===== src/design/rklc_pkg.sv =====
`timescale 1ns / 1ps
`default_nettype none
// ----------------------------------------------------------------------------
// rklc_pkg
// Shared constants, key table and types for the running-key letter cipher.
// ----------------------------------------------------------------------------
package rklc_pkg;

  localparam int unsigned KeyLength    = 20;  // entries in use, 1..32
  localparam int unsigned KeyTableSize = 32;
  localparam int unsigned KeyPosW      = $clog2(KeyTableSize);

  localparam logic [7:0] SpaceCode    = 8'h20;
  localparam logic [7:0] LetterBase   = 8'h61;  // 'a'
  localparam logic [7:0] LetterLast   = 8'h7a;  // 'z'
  localparam logic [5:0] AlphabetSize = 6'd26;

  typedef logic [KeyPosW-1:0] key_pos_t;
  typedef logic [4:0]         letter_val_t;  // letter value 1..26

  // Control from the datapath to the key counter, one request at a time.
  typedef struct packed {
    logic advance;  // request leaves the input stage this cycle
    logic restart;  // request starts a message
    logic letter;   // request is a letter, so the key moves on
  } key_ctrl_t;

  // Fixed key; entries past twenty repeat the first ones.
  function automatic letter_val_t key_entry(input key_pos_t pos);
    letter_val_t k;
    unique case (pos)
      5'd0:  k = 5'd22;
      5'd1:  k = 5'd16;
      5'd2:  k = 5'd23;
      5'd3:  k = 5'd19;
      5'd4:  k = 5'd5;
      5'd5:  k = 5'd24;
      5'd6:  k = 5'd10;
      5'd7:  k = 5'd12;
      5'd8:  k = 5'd8;
      5'd9:  k = 5'd3;
      5'd10: k = 5'd25;
      5'd11: k = 5'd13;
      5'd12: k = 5'd4;
      5'd13: k = 5'd15;
      5'd14: k = 5'd11;
      5'd15: k = 5'd6;
      5'd16: k = 5'd20;
      5'd17: k = 5'd26;
      5'd18: k = 5'd21;
      5'd19: k = 5'd14;
      5'd20: k = 5'd22;
      5'd21: k = 5'd16;
      5'd22: k = 5'd23;
      5'd23: k = 5'd19;
      5'd24: k = 5'd5;
      5'd25: k = 5'd24;
      5'd26: k = 5'd10;
      5'd27: k = 5'd12;
      5'd28: k = 5'd8;
      5'd29: k = 5'd3;
      5'd30: k = 5'd25;
      5'd31: k = 5'd13;
      default: k = 5'd22;
    endcase
    return k;
  endfunction

endpackage
`default_nettype wire


===== src/design/rklc_key_ctr.sv =====
`timescale 1ns / 1ps
`default_nettype none
// ----------------------------------------------------------------------------
// rklc_key_ctr
// Key position counter with message restart and wrap, plus key table lookup.
// ----------------------------------------------------------------------------
module rklc_key_ctr (
  input  wire logic                 clk_i,
  input  wire logic                 rst_ni,
  input  wire rklc_pkg::key_ctrl_t  ctrl_i,
  output rklc_pkg::letter_val_t     key_o,
  output rklc_pkg::key_pos_t        pos_o
);
  import rklc_pkg::*;

  key_pos_t         pos_q, pos_d;
  key_pos_t         pos_eff;
  logic [KeyPosW:0] pos_inc;

  // A message start takes effect before the request itself is ciphered.
  assign pos_eff = ctrl_i.restart ? '0 : pos_q;
  assign pos_inc = {1'b0, pos_eff} + {{KeyPosW{1'b0}}, 1'b1};
  assign key_o   = key_entry(pos_eff);
  assign pos_o   = pos_q;

  always_comb begin
    pos_d = pos_q;
    if (ctrl_i.advance) begin
      if (!ctrl_i.letter) begin
        pos_d = pos_eff;
      end else if (pos_inc >= (KeyPosW+1)'(KeyLength)) begin
        pos_d = '0;
      end else begin
        pos_d = pos_inc[KeyPosW-1:0];
      end
    end
  end

  always_ff @(posedge clk_i or negedge rst_ni) begin
    if (!rst_ni) begin
      pos_q <= '0;
    end else begin
      pos_q <= pos_d;
    end
  end

endmodule
`default_nettype wire


===== src/design/rklc_cipher_core.sv =====
`timescale 1ns / 1ps
`default_nettype none
// ----------------------------------------------------------------------------
// rklc_cipher_core
// Modular add or subtract of the key value on letters; other bytes pass through.
// ----------------------------------------------------------------------------
module rklc_cipher_core (
  input  wire logic                   char_is_letter_i,
  input  wire logic [7:0]             char_code_i,
  input  wire rklc_pkg::letter_val_t  key_i,
  input  wire logic                   decrypt_i,
  output logic [7:0]                  out_code_o
);
  import rklc_pkg::*;

  logic [7:0] offs;
  logic [5:0] val;
  logic [5:0] sum;
  logic [5:0] res;

  assign offs = char_code_i - LetterBase;
  assign val  = {1'b0, offs[4:0]} + 6'd1;

  always_comb begin
    if (decrypt_i) begin
      sum = val + AlphabetSize - {1'b0, key_i};
    end else begin
      sum = val + {1'b0, key_i};
    end
    // Wrap back into 1..26.
    res = (sum > AlphabetSize) ? sum - AlphabetSize : sum;
    out_code_o = char_is_letter_i ? (LetterBase + {2'b00, res} - 8'd1) : char_code_i;
  end

endmodule
`default_nettype wire


===== src/design/running_key_letter_cipher.sv =====
`timescale 1ns / 1ps
`default_nettype none
// ----------------------------------------------------------------------------
// running_key_letter_cipher
// Running-key letter cipher over lowercase ASCII with a fixed key table.
// ----------------------------------------------------------------------------
// Takes one ASCII byte per request and returns at most one byte. Letters a..z
// are shifted by the current key entry (added when decrypt_mode is 0,
// subtracted when it is 1) with wrap inside the alphabet, and each letter
// moves the key to its next entry, wrapping after the last one. A request
// with message_start set restarts the key at its first entry. A space gives
// no result; every other non-letter byte comes back unchanged and leaves the
// key where it is. out_valid_o rises once the result register is loaded;
// one request per cycle is taken while in_stall_o is low, the only loop being
// the five-bit key position register, updated as a request leaves the input
// register. Write decrypt_mode only while no request is in flight.
// ----------------------------------------------------------------------------
module running_key_letter_cipher (
  input  wire logic       clk_i,
  input  wire logic       rst_ni,
  // Configuration
  input  wire logic       cfg_we_i,
  input  wire logic       cfg_wdata_i,
  // Input channel
  input  wire logic       in_valid_i,
  output logic            in_stall_o,
  input  wire logic [7:0] char_code_i,
  input  wire logic       message_start_i,
  // Output channel
  output logic            out_valid_o,
  input  wire logic       out_stall_i,
  output logic [7:0]      out_code_o
);
  import rklc_pkg::*;

  // Mode register
  logic decrypt_q;

  always_ff @(posedge clk_i or negedge rst_ni) begin
    if (!rst_ni) begin
      decrypt_q <= 1'b0;
    end else if (cfg_we_i) begin
      decrypt_q <= cfg_wdata_i;
    end
  end

  // Input register: hold the accepted request until it can move on.
  logic       s1_valid_q;
  logic [7:0] s1_char_q;
  logic       s1_start_q;
  logic       s1_is_space;
  logic       s1_is_letter;
  logic       s1_advance;
  logic       in_accept;
  logic       out_free;
  logic       out_load;

  assign s1_is_space  = (s1_char_q == SpaceCode);
  assign s1_is_letter = (s1_char_q >= LetterBase) && (s1_char_q <= LetterLast);

  // The output register is free when empty or being drained this cycle.
  assign out_free   = !out_valid_o || !out_stall_i;
  // A space only updates the key state, so it never waits on the output.
  assign s1_advance = s1_valid_q && (s1_is_space || out_free);
  assign out_load   = s1_advance && !s1_is_space;
  assign in_stall_o = s1_valid_q && !s1_advance;
  assign in_accept  = in_valid_i && !in_stall_o;

  always_ff @(posedge clk_i or negedge rst_ni) begin
    if (!rst_ni) begin
      s1_valid_q <= 1'b0;
    end else if (in_accept) begin
      s1_valid_q <= 1'b1;
    end else if (s1_advance) begin
      s1_valid_q <= 1'b0;
    end
  end

  always_ff @(posedge clk_i) begin
    if (in_accept) begin
      s1_char_q  <= char_code_i;
      s1_start_q <= message_start_i;
    end
  end

  // Key counter: advance as the request leaves the input register.
  key_ctrl_t   key_ctrl;
  letter_val_t key_val;
  key_pos_t    key_pos;

  assign key_ctrl.advance = s1_advance;
  assign key_ctrl.restart = s1_start_q;
  assign key_ctrl.letter  = s1_is_letter;

  rklc_key_ctr u_key_ctr (
    .clk_i  (clk_i),
    .rst_ni (rst_ni),
    .ctrl_i (key_ctrl),
    .key_o  (key_val),
    .pos_o  (key_pos)
  );

  // Cipher datapath
  logic [7:0] res_code;

  rklc_cipher_core u_cipher_core (
    .char_is_letter_i (s1_is_letter),
    .char_code_i      (s1_char_q),
    .key_i            (key_val),
    .decrypt_i        (decrypt_q),
    .out_code_o       (res_code)
  );

  // Result register
  logic       out_valid_q;
  logic [7:0] out_code_q;

  always_ff @(posedge clk_i or negedge rst_ni) begin
    if (!rst_ni) begin
      out_valid_q <= 1'b0;
    end else if (out_load) begin
      out_valid_q <= 1'b1;
    end else if (!out_stall_i) begin
      out_valid_q <= 1'b0;
    end
  end

  always_ff @(posedge clk_i) begin
    if (out_load) begin
      out_code_q <= res_code;
    end
  end

  assign out_valid_o = out_valid_q;
  assign out_code_o  = out_code_q;

`ifndef SYNTHESIS
  // Key position always stays inside the used part of the key table.
  a_key_pos_range: assert property (@(posedge clk_i) disable iff (!rst_ni)
    key_pos < KeyPosW'(KeyLength))
    else $error("key position out of range");

  // A letter always leaves the datapath as a lowercase letter.
  a_letter_stays_letter: assert property (@(posedge clk_i) disable iff (!rst_ni)
    out_load && s1_is_letter |-> (res_code >= LetterBase) && (res_code <= LetterLast))
    else $error("enciphered letter outside a..z");

  // The input side stalls only while a request is held and cannot move on.
  a_stall_needs_blocked: assert property (@(posedge clk_i) disable iff (!rst_ni)
    in_stall_o |-> s1_valid_q && !s1_is_space && out_valid_o && out_stall_i)
    else $error("input stalled without a blocked request");

  // A space never loads the result register.
  a_space_dropped: assert property (@(posedge clk_i) disable iff (!rst_ni)
    s1_valid_q && s1_is_space && !out_stall_i |=> !out_valid_o)
    else $error("space produced a result");
`endif

endmodule
`default_nettype wire

===== config.mk =====
export PLATFORM = sky130hd
export DESIGN_NAME = running_key_letter_cipher
export DESIGN_NICKNAME = d
export VERILOG_FILES = /design/src/design/rklc_pkg.sv /design/src/design/rklc_key_ctr.sv /design/src/design/rklc_cipher_core.sv /design/src/design/running_key_letter_cipher.sv
export SDC_FILE = /design/constraint.sdc
export NUM_CORES = 1
export LEC_CHECK = 0
export BUFFER_PORTS_ARGS = -buffer_cell sky130_fd_sc_hd__buf_2
export CORE_MARGIN = 2
export CORE_UTILIZATION = 48
export DETAILED_ROUTE_END_ITERATION = 16
export MAX_ROUTING_LAYER = met4
export PLACE_DENSITY = 0.65
export SETUP_SLACK_MARGIN = 0.4
export SLEW_MARGIN = 20
export SYNTH_ARGS = -nofsm -noshare
export SYNTH_HDL_FRONTEND = slang
export SYNTH_SLANG_ARGS = --single-unit
export TNS_END_PERCENT = 20

===== constraint.sdc =====
create_clock -name clk_i -period 4.7 [get_ports clk_i]
set_input_delay 0 -clock clk_i [delete_from_list [all_inputs] [get_ports clk_i]]
set_output_delay 0 -clock clk_i [all_outputs]
set_load 0.05 [all_outputs]

==> metrics.yaml, run 1 <==
power_and_ir_drop:
  p_sw_share_pct: 36.5
  p_int_uw: 472
  leakage_nw: 1.25
  power_density_mw_per_mm2: 255
  ir_drop_v: 0.000149
  p_switching_uw: 272
  comb_power_share_pct: 46.5
  p_seq_share_pct: 36.8
  p_clk_share_pct: 16.8
place:
  gp_congestion: 0.893
  hpwl_um: 3700
  numPortBuffers: 24
  pre_cts_ws_ps: 298
  dp.cells: 316
  place_area_mm2: 0.00245
yosys:
  synth-edff-count: 17
  synth_ff_type: "edfxtp_1"
  synth.largest_area_cell: "edfxtp_1"
  synth.top_cell.area_share_pct: 22.6
  ys_types: 45
  synth_cells: 240
  avgSynthCellArea_um2: 9.39
  synthesis.nets: 282
  synthArstFlopShare_pct: 32.0
  synth_seq_area_share_pct: 31.5
  ys_top_cells_by_area: "edfxtp_1 (23%), ha_1 (14%), dfrtp_1 (8.9%), mux2i_1 (4.0%), inv_1 (3.7%)"
  syn_area_mm2: 0.00225
  yosysWarnings: 0
  yosys_register_bits: 25
detailed_routing:
  drt_pass1_iterations: 5
  drt-initial-drc-count: 111
  routed_via_density: 5.66
  drc: 0
  ant_nets: 0
  wl_per_cell_um: 15.0
  vias: 1982
  wl_met2_um: 2610
  wirelength_um: 5260
  wl_met1_um: 2320
  met3_wirelength_um: 248
  topRoutingLayerUsed: "met4"
critical_path:
  r2r_slack_ps: 570
  crit_path_max_fanout: 10
  r2r_end: "out_code_o[3]$_DFFE_PP_"
  start_kind: "register"
  cp-startpoint: "s1_start_q$_DFFE_PP_"
  crit_path_end_kind: "register"
  worstSetupPathType: "register to register"
  rr_worst_depth: 18
  rr_startpoint: "s1_start_q$_DFFE_PP_"
  crit_arrival_ps: 4160
  worstPathRequired_ps: 4730
cts:
  h-tree-depth: 1
  worstSkewPairLatency_ps: 270
  cts.clk_slew.worst_paths_ps: 80
  clock-sinks: 25
  root_buffer: "clkbuf_8"
  clockBufferDepth: 2
  numCtsBuffers: 3
  cts_tree: "built"
floorplan:
  ios: 25
  chipWidth_um: 72.5
  fp.dieH_um: 72.5
  rows: 24
  initial_core_util_pct: 50.7
  dieArea_mm2: 0.00526
  coreArea_mm2: 0.00444
sta:
  maxSlewViolCount: 0
  finalCritPeriodShare_pct: 87.8
  slew_headroom_pct: 30.4
  worstMarginPinSlew_ps: 1040
  hold_viol: 0
  fin_crit_ps: 4130
  timing.final.ws_setup_ps: 573
  setup-tns-final_ps: 0
  fin_skew_ps: 6.35
  rsz0062_at_grt: "false"
  fmaxAchievable_mhz: 242
  setup_violations: 0
finish:
  instances_no_fill: 350
  final.fill_count: 367
  nets: 341
  drive_gt1_share_pct: 30.2
  n_antenna_cell: 0
  postLayoutCoreUtil_pct: 65.6
  seqCellArea_um2: 713
  postLayoutCellArea_mm2: 0.00292
  area_growth_syn_to_layout_pct: 29.3
  multiInputGateArea_mm2: 0.00158
global_route:
  grt_remaining_overflow: 0
  groute.usage.overall_pct: 20.3
  grt_pass1_vias: 1805
  antenna_found_initial: 0
  grt_max_degree: 15
  grt_pass1_wl_um: 8260
flow_run:
  maxCapViolCount: 0
min_path:
  hold_class: "primary input to asynchronous set/reset pin"
outcome:
  status: "finished, final reports clean"
stage by stage:
step                      power [mW]  hold WS, ps
final                          0.743          103
after global routing           0.793          159
after CTS                      0.692          109
after detailed placement       0.553         -127
after global placement         0.551         -129
after floorplan                0.494         -296
cell families (layout without fill, tap and decap cells):
group	Yosys count	after routing	share of synthesized area, %
compound gates	63	63	19.6
xor+xnor	9	9	3.50
fa+ha+maj	27	27	15.6
buf+inv	28	86	5.11
flops	25	25	31.5
mux	15	15	7.99
simple gates	73	73	16.6
critical path: stages, from the launching register on:
cell and delay [ps]:
edfxtp_1 430, buf_4 150, buf_4 140, nand2b_4 190, buf_4 150, buf_4 130, nor2_1 80, a211oi_1 60
o31a_1 290, ha_4 300, inv_1 60, fa_2 350, nand2_1 90, o21ai_2 70, or3b_4 390, and3_4 210
a311oi_4 380, mux2i_1 130, a211o_1 270
worst max-delay path by stage:
stage / to / cells after the start
2_1_floorplan: out_code_o[3]$_DFFE_PP_ / 18
3_3_place_gp: out_code_o[3]$_DFFE_PP_ / 18
3_5_place_dp: out_code_o[3]$_DFFE_PP_ / 18
4_1_cts: out_code_o[3]$_DFFE_PP_ / 18
5_1_grt: out_code_o[3]$_DFFE_PP_ / 16
6_report: out_code_o[3]$_DFFE_PP_ / 18
layout make-up:
cell class | count | share of cell area [%]
timing repair buffer | 60 | 14.6
tap | 52 | 2.23
multi-input combinational | 187 | 54.2
inverter | 22 | 2.96
sequential | 25 | 24.5
clock buffer | 4 | 1.55
placed cells by master (no fill, tap or decap), types with 5 or more instances in the layout:
| cell type | instances |
|---|---|
| buf_2 | 24 |
| nand2b_1 | 6 |
| nand2_1 | 20 |
| ha_1 | 16 |
| edfxtp_1 | 17 |
| mux2i_1 | 9 |
| ha_4 | 6 |
| o21ai_1 | 6 |
| dlygate4sd3_1 | 14 |
| nor2_1 | 13 |
| inv_1 | 16 |
| buf_4 | 22 |
| xor2_1 | 6 |
| dfrtp_1 | 6 |
| a211oi_1 | 6 |
| a21oi_1 | 11 |
| or3_1 | 6 |
| nor3_1 | 5 |
| o21ai_0 | 7 |
| inv_2 | 5 |
Yosys cell counts (all sizes together), types with 2 or more instances:
cell,n
a211oi,7
a21boi,2
a21o,2
a21oi,13
a22o,4
a311oi,4
and3,4
clkbuf,6
dfrtp,8
edfxtp,17
fa,2
ha,25
inv,22
mux2,4
mux2i,9
mux4,2
nand2,21
nand2b,9
nand3,4
nor2,13
nor2b,5
nor3,5
nor3b,2
o21a,2
o21ai,14
o21bai,3
o22ai,3
o311ai,2
o31ai,3
or3,6
xnor2,3
xor2,6
power groups by stage:
stage	clock network (mW)	logic [mW]	registers, mW
finish	0.125	0.345	0.273
global route	0.134	0.383	0.276
CTS	0.127	0.293	0.272
detailed placement	0	0.276	0.277
global placement	0	0.274	0.277
floorplan	0	0.197	0.297
layer usage:
| metal | track usage, % | up-vias |
|---|---|---|
| met3 | 3.47 | 8 |
| met2 | 33.4 | 57 |
| met1 | 26.5 | 933 |
| li1 | - | 984 |
| met4 | 4.12 | 0 |
| met5 | - | - |
registers in the layout, summed over array words and instances, names as in the netlist:
| register | flops |
|---|---|
| decrypt_q | 1 |
| out_code_o | 8 |
| out_valid_o | 1 |
| s1_char_q | 8 |
| s1_start_q | 1 |
| s1_valid_q | 1 |
| u_key_ctr.pos_o | 5 |
repair_timing:
item / CTS / global route
hold endpoints to repair: 20 / 0
pin swaps: 1 / 7
resized for setup: 4 / 40
buffers inserted: 1 / 15
hold buffers: 14 / 0
endpoints found under the setup margin: 2 / 7
Power figures use the tool's default switching activity.
==> run 2: changes to the inputs <==
- CELL_PAD_IN_SITES_DETAIL_PLACEMENT: not set -> 1
- CELL_PAD_IN_SITES_GLOBAL_PLACEMENT: not set -> 2
- CORE_UTILIZATION: 48 -> 40
- PLACE_DENSITY: 0.65 -> 0.83
- clock period: 4.7 -> 4.92 ns (I/O delays scaled with it)
==> run 2 against run 1 <==
Against the previous run: via count fell by 2.7%; sequential share of layout area rose by 0.68 points; maximum frequency fell by 3.1%; hold slack improved by 5.3 ps; combinational power fell by 11%; critical endpoint is now out_code_o[2]$_DFFE_PP_; largest power group unchanged.
==> metrics.yaml, run 2 (synthesis results as in run 1) <==
outcome:
  status: "finished, final reports clean"
global_route:
  groute.usage.overall_pct: 20.3  # -0.020 points
  antenna_found_initial: 0  # unchanged
  grt_pass1_wl_um: 9820  # +19%
  grt_max_degree: 15  # unchanged
  grt_remaining_overflow: 0  # unchanged
  grt_pass1_vias: 2029  # +12%
detailed_routing:
  wl_per_cell_um: 17.1  # +14%
  drc: 0  # unchanged
  wirelength_um: 6140  # +17%
  drt_pass1_iterations: 4  # -1
  vias: 1928  # -2.7%
  drt-initial-drc-count: 61  # -45%
  routed_via_density: 5.36  # -5.4%
  ant_nets: 0  # unchanged
sta:
  worstMarginPinSlew_ps: 1050  # +15.2 ps
  hold_viol: 0  # unchanged
  setup-tns-final_ps: 0  # unchanged
  fmaxAchievable_mhz: 235  # -3.1%
  maxSlewViolCount: 0  # unchanged
  setup_violations: 0  # unchanged
  slew_headroom_pct: 29.4  # -1.0 points
  finalCritPeriodShare_pct: 86.6  # -1.2 points
  rsz0062_at_grt: "false"
  fin_skew_ps: 2.64  # -3.71 ps
  fin_crit_ps: 4260  # +132 ps
  whs_ps: 109  # +5.31 ps
cts:
  worstSkewPairLatency_ps: 270  # about the same
  clockBufferDepth: 2  # unchanged
  root_buffer: "clkbuf_8"
  cts.clk_slew.worst_paths_ps: 90  # about the same
  numCtsBuffers: 3  # unchanged
  clock-sinks: 25  # unchanged
  h-tree-depth: 1  # unchanged
  cts_tree: "built"
power_and_ir_drop:
  power_uw: 691  # -7.0%
  leakage_nw: 1.21  # -3.1%
  power_density_mw_per_mm2: 244  # -4.4%
  ir_drop_v: 0.000183  # +23%
critical_path:
  start_kind: "register"
  crit_path_max_fanout: 8  # -2
  worstSetupPathType: "register to register"
  crit_arrival_ps: 4280  # +120 ps
  crit_path_end_kind: "register"
  worstPathRequired_ps: 4950  # +220 ps
finish:
  mostFrequentLayoutCells: "buf_2 (24), nand2_1 (21), inv_1 (18)"
  final_common_cell: "buf_2"
  n_antenna_cell: 0  # unchanged
  nets: 331  # -2.9%
  final.fill_count: 642  # +75%
  drive_gt1_share_pct: 25.3  # -4.9 points
  area_growth_syn_to_layout_pct: 25.8
floorplan:
  initial_core_util_pct: 41.2  # -9.5 points
  ios: 25  # unchanged
  chipWidth_um: 79.1  # +9.0%
  rows: 27  # +13%
  coreArea_mm2: 0.00547  # +23%
  dieArea_mm2: 0.00625  # +19%
  fp.dieH_um: 79.1  # +9.0%
place:
  hpwl_um: 4660  # +26%
  numPortBuffers: 24  # unchanged
  gp_congestion: 0.833  # -6.7%
flow_run:
  maxCapViolCount: 0  # unchanged
min_path:
  hold_class: "primary input to asynchronous set/reset pin"
-- run 2: cell types whose count changed in the layout (fill, tap and decap cells not counted), moves of 2 or more --
| cell | before | now |
|---|---|---|
| o21ai_0 | 7 | 10 |
| a21oi_2 | 2 | 0 |
| o21ai_1 | 6 | 3 |
| inv_1 | 16 | 18 |
| a21oi_1 | 11 | 13 |
| buf_4 | 22 | 12 |
| inv_2 | 5 | 3 |
-- run 2: path summary, 6_finish.rpt --
check,cells past startpoint,start,slack [ps],endpoint
worst max-delay path,17,s1_start_q$_DFFE_PP_,660,out_code_o[2]$_DFFE_PP_
worst min-delay path,2,rst_ni,110,u_key_ctr.pos_o[3]$_DFFE_PN0P_
worst max register to register,17,s1_start_q$_DFFE_PP_,660,out_code_o[2]$_DFFE_PP_
worst min register to register,2,s1_valid_q$_DFFE_PN0P_,530,out_valid_o$_DFFE_PN0P_
max in group asynchronous,2,rst_ni,4600,u_key_ctr.pos_o[1]$_DFFE_PN0P_
min in group clk_i,2,message_start_i,440,s1_start_q$_DFFE_PP_
-- run 2: through the flow --
| step | area (um2) | setup slack, ps | cells | utilization (%) |
|---|---|---|---|---|
| after floorplan | 2250 | 635 | 240 | - |
| after global placement | 2480 | 469 | 336 | 45.3 |
| after detailed placement | 2480 | 363 | 336 | 45.3 |
| after CTS | 2670 | 425 | 354 | 48.9 |
| after global routing | 2840 | 370 | 360 | 51.8 |
| final | 2840 | 661 | 360 | 51.8 |
-- run 2: what timing repair did --
action | in CTS | in global routing
setup endpoints to repair | 2 | 7
endpoints found under the hold margin | 20 | 0
pin swaps | 1 | 4
resized for setup | 2 | 29
hold buffers | 14 | 0
setup buffers | 0 | 6
-- run 2: final cells by class --
| class | instances | area, um2 | share of cell area [%] |
|---|---|---|---|
| repair buffers | 50 | 350 | 12.4 |
| well taps | 72 | 90.1 | 3.18 |
| flip-flops and latches | 25 | 713 | 25.1 |
| multi-input cells | 187 | 1550 | 54.7 |
| inverters | 22 | 86.3 | 3.04 |
| clock buffers | 3 | 41.3 | 1.46 |
| clock inverters | 1 | 5.00 | 0.176 |
-- run 2: routing by layer --
metal | share of wire, % | vias up | GRT usage (%)
li1 | - | 970 | -
met1 | 45 | 935 | 24.9
met2 | 52 | 21 | 36.9
met3 | 2.1 | 2 | 3.18
met4 | 0.49 | 0 | 1.38
met5 | 0 | - | -
-- run 2: critical path, cell delays in order (launching register included) --
cell and delay, ps:
edfxtp_1 450, buf_4 190, nor2b_1 100, buf_4 170
clkinvlp_4 200, ha_2 240, mux2i_1 130, nor2_1 70
a31oi_2 280, ha_4 270, ha_4 250, a21oi_1 150
o21ai_1 100, or3b_1 370, and3_4 210, a311oi_4 410
mux2i_1 130, mux2_2 280
-- run 2: power breakdown --
group | switching, mW | leakage [nW] | internal (mW) | total [mW]
combinational | 0.178 | 0.921 | 0.129 | 0.307
sequential | 0.0176 | 0.262 | 0.245 | 0.262
clock | 0.0649 | 0.0255 | 0.0566 | 0.122
